<file path="src/hdl/sobel_edge_magnitude_3x3_assert.svh">
// Assertion macros shared by the edge magnitude RTL.
`ifndef SOBEL_EDGE_MAGNITUDE_3X3_ASSERT_SVH
`define SOBEL_EDGE_MAGNITUDE_3X3_ASSERT_SVH

// Consequent must hold in the same cycle as the antecedent.
`define SEM_ASSERT_NOW(label, clk, rst_n, ante, cons, msg) \
    label: assert property (@(posedge clk) disable iff (!rst_n) (ante) |-> (cons)) \
        else $error(msg);

// Consequent must hold in the cycle after the antecedent.
`define SEM_ASSERT_NEXT(label, clk, rst_n, ante, cons, msg) \
    label: assert property (@(posedge clk) disable iff (!rst_n) (ante) |=> (cons)) \
        else $error(msg);

`endif

</file>
<file path="src/hdl/sem_pkg.sv">
// Shared types and constants of the Sobel edge magnitude block.
package sem_pkg;

    localparam int DEF_MAX_WIDTH  = 1024;
    localparam int DEF_MAX_HEIGHT = 4096;

    localparam int PIX_W          = 24;
    localparam int NUM_CHAN       = 3;
    localparam int MAG_W          = 8;
    localparam int GRAD_W         = 11;
    localparam int SQ_W           = 21;
    localparam int ROOT_SRC_W     = 16;
    localparam int REM_W          = 10;
    localparam int ROOT_STEPS     = 8;
    localparam int STEP_W         = 3;
    localparam logic [SQ_W-1:0]  SAT_LIMIT = SQ_W'(65281);
    localparam logic [MAG_W-1:0] MAG_MAX   = 8'd255;

    localparam int FRAME_WIDTH_W  = 11;
    localparam int FRAME_HEIGHT_W = 13;
    localparam logic [FRAME_WIDTH_W-1:0]  FRAME_WIDTH_RST  = 11'd640;
    localparam logic [FRAME_HEIGHT_W-1:0] FRAME_HEIGHT_RST = 13'd480;

    localparam int CFG_IDX_W  = 1;
    localparam int CFG_DATA_W = 13;
    localparam logic [CFG_IDX_W-1:0] REG_FRAME_WIDTH  = 1'b0;
    localparam logic [CFG_IDX_W-1:0] REG_FRAME_HEIGHT = 1'b1;

    typedef struct packed {
        logic             mode;
        logic [PIX_W-1:0] pixel_in;
    } t_pix_in;

    typedef struct packed {
        logic [PIX_W-1:0] pixel_out;
        logic             last_pixel;
    } t_pix_out;

    typedef struct packed {
        logic [CFG_IDX_W-1:0]  index;
        logic [CFG_DATA_W-1:0] data;
    } t_cfg_wr;

    typedef logic [NUM_CHAN-1:0][SQ_W-1:0]  t_chan_sq;
    typedef logic [NUM_CHAN-1:0][MAG_W-1:0] t_chan_mag;

endpackage

</file>
<file path="src/hdl/sem_sqrt.sv">
// Three-lane bit-serial rounded square root with saturation at 255.
`include "sobel_edge_magnitude_3x3_assert.svh"

module sem_sqrt
    import sem_pkg::*;
(
    input  logic      i_clk,
    input  logic      i_rst_n,
    input  logic      i_start,
    input  t_chan_sq  i_sq,
    output logic      o_valid,
    output t_chan_mag o_mag
);
    logic                                  r_busy;
    logic                                  r_valid;
    logic [STEP_W-1:0]                     r_step;
    logic [NUM_CHAN-1:0]                   r_sat;
    logic [NUM_CHAN-1:0][ROOT_SRC_W-1:0]   r_src;
    logic [NUM_CHAN-1:0][REM_W-1:0]        r_rem;
    logic [NUM_CHAN-1:0][MAG_W-1:0]        r_root;
    logic [NUM_CHAN-1:0][REM_W-1:0]        n_rem;
    logic [NUM_CHAN-1:0][MAG_W-1:0]        n_root;

    always_comb begin
        logic [REM_W+1:0] cur;
        logic [REM_W+1:0] trial;
        for (int k = 0; k < NUM_CHAN; k++) begin
            cur   = {r_rem[k], r_src[k][ROOT_SRC_W-1 -: 2]};
            trial = (REM_W+2)'({r_root[k], 2'b01});
            if (cur >= trial) begin
                n_rem[k]  = REM_W'(cur - trial);
                n_root[k] = {r_root[k][MAG_W-2:0], 1'b1};
            end else begin
                n_rem[k]  = REM_W'(cur);
                n_root[k] = {r_root[k][MAG_W-2:0], 1'b0};
            end
        end
    end

    always_ff @(posedge i_clk) begin
        if (!i_rst_n) begin
            r_busy  <= 1'b0;
            r_valid <= 1'b0;
            r_step  <= '0;
        end else if (i_start) begin
            r_busy  <= 1'b1;
            r_valid <= 1'b0;
            r_step  <= '0;
        end else if (r_busy) begin
            r_step <= r_step + STEP_W'(1);
            if (r_step == STEP_W'(ROOT_STEPS - 1)) begin
                r_busy  <= 1'b0;
                r_valid <= 1'b1;
            end
        end
    end

    always_ff @(posedge i_clk) begin
        for (int k = 0; k < NUM_CHAN; k++) begin
            if (i_start) begin
                r_sat[k]  <= (i_sq[k] >= SAT_LIMIT);
                r_src[k]  <= i_sq[k][ROOT_SRC_W-1:0];
                r_rem[k]  <= '0;
                r_root[k] <= '0;
            end else if (r_busy) begin
                r_src[k]  <= {r_src[k][ROOT_SRC_W-3:0], 2'b00};
                r_rem[k]  <= n_rem[k];
                r_root[k] <= n_root[k];
            end
        end
    end

    // Round up when the remainder exceeds the root, that is s > r*r + r.
    always_comb begin
        for (int k = 0; k < NUM_CHAN; k++) begin
            if (r_sat[k]) begin
                o_mag[k] = MAG_MAX;
            end else if (r_rem[k] > REM_W'(r_root[k])) begin
                o_mag[k] = r_root[k] + MAG_W'(1);
            end else begin
                o_mag[k] = r_root[k];
            end
        end
    end

    assign o_valid = r_valid;

    `SEM_ASSERT_NOW(a_start_idle, i_clk, i_rst_n, i_start, !r_busy, "Root started while busy.")
    `SEM_ASSERT_NEXT(a_finish, i_clk, i_rst_n, r_busy && !i_start && (r_step == STEP_W'(ROOT_STEPS - 1)), r_valid && !r_busy, "Root did not finish after its steps.")
    `SEM_ASSERT_NOW(a_sat_out, i_clk, i_rst_n, r_valid && r_sat[0], o_mag[0] == MAG_MAX, "Saturated lane not at maximum.")
endmodule

</file>
<file path="config.mk">
export PLATFORM = sky130hd
export DESIGN_NAME = sem_sqrt
export DESIGN_NICKNAME = d
export VERILOG_FILES = /design/src/hdl/sem_pkg.sv /design/src/hdl/sem_sqrt.sv
export VERILOG_INCLUDE_DIRS = /design/src /design/src/hdl
export SDC_FILE = /design/constraint.sdc
export NUM_CORES = 1
export LEC_CHECK = 0
export ABC_CLOCK_PERIOD_IN_PS = 3300
export BUFFER_PORTS_ARGS = -buffer_cell sky130_fd_sc_hd__buf_2
export CORE_ASPECT_RATIO = 1.75
export CORE_MARGIN = 1.5
export CORE_UTILIZATION = 50
export CTS_BUF_LIST = sky130_fd_sc_hd__clkbuf_4 sky130_fd_sc_hd__clkbuf_8 sky130_fd_sc_hd__clkbuf_16
export CTS_CLUSTER_DIAMETER = 80
export CTS_CLUSTER_SIZE = 40
export DETAILED_ROUTE_END_ITERATION = 10
export GPL_TIMING_DRIVEN = 0
export PLACE_DENSITY_LB_ADDON = 0.1
export SYNTH_ARGS = -nofsm -noshare
export SYNTH_HDL_FRONTEND = slang
export SYNTH_SLANG_ARGS = --single-unit
</file>
<file path="constraint.sdc">
create_clock -name i_clk -period 3.3 [get_ports i_clk]
set_input_delay 0.165 -clock i_clk [delete_from_list [all_inputs] [get_ports i_clk]]
set_output_delay 0.165 -clock i_clk [all_outputs]
set_load 0.02 [all_outputs]
</file>
==> results by group, run 1 <==
CTS
  • Clk root buf: clkbuf_16
  • CTS Buf Count: 9
  • Cts-stage hold buffer count: 0
  • Worst skew pair latency: 350 ps
  • Clock tree from TritonCTS: built
  • H-tree depth: 3
  • Clk slew on worst S/H paths: roughly 70 ps
  • Num Clock Sinks: 110
  • Clock Tree Buf Depth: 2

Die
  • Chip width: 93.7 um
  • I/O Pins: 91
  • Die area: 0.0152 mm2
  • Core area: 0.0140 mm2
  • Initial Utilization: 0.515
  • Die height: 162 um
  • Num rows: 57

Critical path
  • Crit path buf inv count: 5
  • Setup CP Type: reg2out
  • Reg2reg end: r_rem[21]$_SDFFE_PP0P_
  • Setup crit end kind: output port
  • Worst Setup SP: r_root[19]$_SDFFE_PP0P_
  • Arr. time, crit path: 3000 ps
  • Setup slack, reg-to-reg: a little over 600 ps
  • Crit path max-delay family: simple AND/OR/NAND/NOR gates
  • Worst path slowest cell: or4_4
  • CP Cell Sequence: clkbuf_1 -> inv_1 -> ha_1 -> buf_4 -> and4_4 -> o21ai_2 -> and3_1 -> buf_6 -> or4_4 -> mux2i_1 -> buf_2
  • Worst reg-to-reg path cell count: 10
  • Worst Setup EP: o_mag[21]
  • Maximum fanout along the worst path: 9
  • Max stage delay on crit path: 510 ps
  • WP data required: between 3000 and 4000 ps
  • CP Depth: 11
  • RR Startpoint: r_root[19]$_SDFFE_PP0P_
  • Startpoint types: flip-flop

Hold path
  • HP Class: in2reg

Synthesis
  • Register area share after synthesis: 0.377
  • Number of synthesized register bits: between 100 and 150
  • Most numerous cell in the Yosys netlist: nor2_1
  • Post-Syn Area per Cell: 9.42 um2
  • Synth warnings: 0
  • Post-synth top area share: 0.213
  • Post-synth top cells: nor2_1, dfxtp_1, edfxtp_1, nand3_1, mux2_2
  • EDFF count, synth: 51
  • Async SR Flop Fraction: 0
  • Mapped Area: between 0.007 and 0.008 mm2
  • Post-synth net total: 869
  • Ranking of synthesized cells by area: edfxtp_1, dfxtp_1, mux2_2, ha_1, mux2i_1
  • Distinct cells, synth: 75
  • Synth Flop Type: dfxtp_1
  • Synth area leader: edfxtp_1
  • Cells after Synth: 765

Run
  • Max_cap viols: 0

Drt
  • Final WL: about 19000 um
  • Vias per cell: between 6 and 7
  • Vias: 6367
  • Residual DRC: 0
  • Post-DRT Antenna Nets: 0
  • Initial drt markers: 374
  • Per-cell routed wire length: 18.0 um
  • Detailed-router iteration count before antenna repair: 5

Timing
  • Tcrit/Tclk final: 0.959
  • Fin. Hold Viols: 0
  • Clock Skews: 9.86 ps
  • Slew HR: 0.420
  • Max Fclk: about 320 MHz
  • Max Transition Viols Final: 0
  • Setup tns final: 0 ps
  • Worst slew pin tran: between 800 and 900 ps
  • Period minus WS final: 3160 ps
  • Setup violators final: 0
  • RSZ-0062 raised after global routing: false

Finish
  • ANT cells: 0
  • Layout cells sized above 1: 0.219
  • Area Growth Syn to Fin: 13.5%
  • Final Util: 0.585
  • Nets: 968

Placement
  • Dpl hpwl: 14400 um
  • RD Place Congestion: 0.908
  • Port Buffers: 90

Global route
  • Initial antenna violation count: 0
  • First-pass GRT wire length: 30100 um
  • Global route total overflow: 0
  • All-Layer GR Usage: 0.252
  • Largest net degree at the start of global routing: 29
  • Vias in the first global route: 6266

Power
  • LEAKAGE: 0.00320 uW
  • Cell Pwr Density: 867 mW/mm2
  • Worst VDD drop: 0.000396 V

Run status
  • Status: finished, final reports clean
==> layer usage <==
layer / global-route usage / up-vias / wire, um
met1: 0.272 / 3039 / 7280
met3: 0.0431 / 49 / 941
met5: 0 / - / 0
li1: - / 3064 / -
met4: 0.107 / 0 / 653
met2: 0.470 / 215 / 9990
==> where the power goes <==
group	internal, uW	total [uW]	leakage, uW	switching [uW]
sequential	1650	1860	0.000999	205
clock	523	1050	0.000135	527
combinational	1680	4180	0.00206	2500
==> cells in the final DEF (no fill, tap or decap), types with 5 or more instances in the layout <==
cell        n
a211oi_1   13
a21oi_1    18
a31o_2      6
a31oi_1     9
and2_1      9
and3_1      5
buf_2      97
buf_6       5
clkbuf_1   23
clkbuf_16   9
dfxtp_1    59
edfxtp_1   51
ha_1       38
inv_1      42
mux2_2     45
mux2i_1    42
nand2_1    34
nand2b_1   12
nand3_1    46
nand4_1    16
nand4b_1    5
nor2_1     78
nor2b_1    14
nor3_1     11
nor4_1     14
o211ai_1    5
o21a_1      5
o21ai_0    28
o31ai_1    17
or3_1       5
or4_1      11
xnor2_1     6
xor2_1     10
==> final cells by class <==
| cell class | count | area, um2 |
|---|---|---|
| Inverter | 43 | 161 |
| Multi-Input combinational cell | 570 | 4130 |
| Fill cell | 1302 | 5800 |
| Sequential cell | 110 | 2710 |
| Tap cell | 177 | 221 |
| Clock inverter | 7 | 60.1 |
| Clock buffer | 9 | 225 |
| Buffer | 39 | 196 |
| Timing Repair Buffer | 91 | 470 |
==> worst min-delay path by stage <==
stage,from,end,depth (start not counted)
6_report,i_rst_n,r_busy$_SDFF_PN0_,2
5_1_grt,i_rst_n,r_busy$_SDFF_PN0_,2
4_1_cts,i_rst_n,r_busy$_SDFF_PN0_,2
3_5_place_dp,i_rst_n,r_busy$_SDFF_PN0_,2
3_3_place_gp,i_rst_n,r_busy$_SDFF_PN0_,2
2_1_floorplan,i_start,r_sat[0]$_DFFE_PP_,0
==> per-stage QoR <==
stage	hold WS [ps]	power [uW]	instances	worst slack [ps]	cell area [um2]
3_5_place_dp	404	5970	1033	445	7900
6_report	47.2	7090	1046	137	8170
3_3_place_gp	389	5840	1032	265	7880
2_1_floorplan	277	4990	765	674	7200
5_1_grt	59.4	7560	1046	9.38	8170
4_1_cts	47.5	7030	1049	60.2	8180
==> registers in the layout (all words and copies together) (netlist names) <==
register  cells
r_busy        1
r_src        48
o_valid       1
r_step        3
r_rem        30
r_root       24
r_sat         3
==> cells by family after synthesis <==
logic type                 count (synthesis)  share of synthesized area
muxes                                     87                      0.129
adders and majority gates                 38                     0.0660
xor gates and xnor gates                  16                     0.0195
DFF                                      110                      0.377
and+or+nand+nor                          288                      0.217
AOI/OAI and AO/OA                        141                      0.141
buffers and inverters                     85                     0.0512
==> timing repair <==
item                       4_1_cts  5_1_grt
setup endpoints to repair        0        8
setup buffers                    0        0
gates resized for setup          0        1
No activity file was read; power rests on OpenSTA's default activity.
==> inputs of run 2 (changes only) <==
BUFFER_PORTS_ARGS = -buffer_cell sky130_fd_sc_hd__buf_4   (was -buffer_cell sky130_fd_sc_hd__buf_2)
==> results by group, run 2 (synthesized netlist as in run 1, its figures left out) <==
CTS
  • Num Clock Sinks: 110
  • CTS Buf Count: 9
  • Clk root buf: clkbuf_16
  • Clk slew on worst S/H paths: around 80 ps
  • Clock Tree Buf Depth: 2
  • Clock tree from TritonCTS: built
  • Cts-stage hold buffer count: 0
  • H-tree depth: 3
  • Worst skew pair latency: 350 ps
  • Post-CTS Setup Repair Bufs: 0

Drt
  • Final WL: about 19000 um
  • Per-cell routed wire length: 18.2 um
  • Initial drt markers: 430
  • Residual DRC: 0
  • Detailed-router iteration count before antenna repair: 4
  • Vias: 6328
  • Vias per cell: 6.06
  • Post-DRT Antenna Nets: 0

Die
  • I/O Pins: 91
  • Chip width: roughly 94 um
  • Core area: 0.0140 mm2
  • Num rows: 57
  • Die area: 0.0152 mm2
  • Initial Utilization: 0.515
  • Die height: 162 um

Placement
  • Dpl hpwl: 14500 um
  • Area after DPL: between 0.008 and 0.009 mm2
  • Port Buffers: 90
  • RD Place Congestion: 0.915
  • Pre-CTS WS: 334 ps

Critical path
  • Maximum fanout along the worst path: 9
  • Arr. time, crit path: 2990 ps
  • Worst reg-to-reg path cell count: 10
  • Worst path slowest cell: a2111oi_2
  • Crit path buf inv count: 2
  • Crit path max-delay family: compound AO/OA/AOI/OAI gates
  • Setup slack, reg-to-reg: between 600 and 700 ps
  • Max stage delay on crit path: 630 ps
  • Setup CP Type: reg2out
  • Startpoint types: flip-flop
  • Setup crit end kind: output port
  • WP data required: ~3100 ps
  • RR Startpoint: r_root[1]$_SDFFE_PP0P_
  • CP Cell Sequence: inv_1 -> ha_1 -> a2111oi_2 -> nand3_2 -> and4_1 -> o21ai_0 -> buf_4
  • Reg2reg end: r_rem[9]$_SDFFE_PP0P_

Timing
  • RSZ-0062 raised after global routing: false
  • Hold Worst Slack: around 37 ps
  • Setup tns final: 0 ps
  • Max Fclk: about 320 MHz
  • Clock Skews: 9.22 ps
  • Period minus WS final: 3160 ps
  • Fin worst setup slack: 144 ps
  • Tcrit/Tclk final: 0.956
  • Setup violators final: 0
  • Max Transition Viols Final: 0
  • Slew HR: 0.455
  • Fin. Hold Viols: 0
  • Worst slew pin tran: 814 ps

Global route
  • First-pass GRT wire length: 31000 um
  • All-Layer GR Usage: 0.256
  • Largest net degree at the start of global routing: 27
  • Global route total overflow: 0
  • Vias in the first global route: 6447
  • Initial antenna violation count: 0

Power
  • Cell Pwr Density: 856 mW/mm2
  • Worst VDD drop: between 0.0003 and 0.0004 V
  • LEAKAGE: between 0.003 and 0.004 uW

Hold path
  • Hold path depth: 2
  • HP Class: in2reg
  • Hold Path Origin: i_rst_n
  • Hold Path End: r_busy$_SDFF_PN0_

Finish
  • Layout fillers: 1268
  • Final Instance Area: approximately 0.0084 mm2
  • ANT cells: 0
  • Area Growth Syn to Fin: 17.0%
  • Most frequent cells in the layout: buf_4, nor2_1, dfxtp_1
  • Nets: about 970
  • Layout cells sized above 1: 0.218
  • Reg with most FFs: r_src
  • Regs by FF count: r_src (48), r_rem (30), r_root (24)
  • Most common cell after layout, fill and taps aside: buf_4
  • Max reg flops: 48

Run status
  • Status: finished, final reports clean

Run
  • Max_cap viols: 0
-- run 2: cell types whose count changed in the layout (fill, tap and decap cells not counted), sizes merged --
cell	delta
bufinv	+1
clkinv	-3
clkinvlp	-1
inv	+2
-- run 2: how the worst max path moves through the flow --
stage | start | to | slack, ps | depth (start not counted)
floorplan | r_root[18]$_SDFFE_PP0P_ | o_mag[21] | 670 | 9
global placement | i_start | r_src[6]$_DFFE_PP_ | 290 | 4
detailed placement | r_root[15]$_SDFFE_PP0P_ | o_mag[10] | 330 | 7
CTS | r_root[11]$_SDFFE_PP0P_ | o_mag[11] | 100 | 10
global route | r_root[2]$_SDFFE_PP0P_ | o_mag[3] | 9 | 10
finish | r_root[15]$_SDFFE_PP0P_ | o_mag[10] | 140 | 7
-- run 2: per-layer routing --
layer | GRT usage | wire length (um) | vias up
li1 | - | - | 3072
met1 | 0.276 | 7400 | 3051
met2 | 0.491 | 10300 | 168
met3 | 0.0407 | 785 | 37
met4 | 0.0902 | 502 | 0
met5 | 0 | 0 | -
-- run 2: worst register-to-register path, stage by stage, from the launching register on --
cell and delay [ps]:
dfxtp_1 500, inv_1 110, ha_1 280, clkbuf_1 290
a21o_1 170, a31oi_1 50, o221a_2 280, buf_6 140
buf_6 150, nor4_1 440, o31ai_1 100
-- run 2: final cells by class --
class                   instances  area (um2)  share of cell area
plain buffers                  39         196              0.0233
clock buffers                   9         225              0.0267
clock inverters                 6        77.6             0.00921
inverters                      43         161              0.0192
multi-input cells             570        4130               0.490
flip-flops and latches        110        2710               0.322
well taps                     177         221              0.0263
repair buffers                 91         703              0.0835
-- run 2: stage by stage --
| stage | power (uW) | utilization | cells |
|---|---|---|---|
| 2_1_floorplan | 4990 | - | 765 |
| 3_3_place_gp | 5900 | 0.579 | 1032 |
| 3_5_place_dp | 6020 | 0.581 | 1033 |
| 4_1_cts | 7160 | 0.603 | 1048 |
| 5_1_grt | 7690 | 0.603 | 1045 |
| 6_report | 7210 | 0.603 | 1045 |
-- run 2: repair_timing --
item / 4_1_cts / 5_1_grt
endpoints found under the setup margin: 1 / 3
gates resized for setup: 1 / 0
pin swaps: 0 / 0
gates cloned: 0 / 0
endpoints found under the hold margin: 0 / 0
-- run 2: power breakdown --
| part | switching, uW | total [uW] | leakage, uW | internal (uW) |
|---|---|---|---|---|
| registers | 206 | 1860 | 0.000999 | 1650 |
| clock network | 525 | 1130 | 0.000146 | 602 |
| logic | 2490 | 4230 | 0.00214 | 1730 |
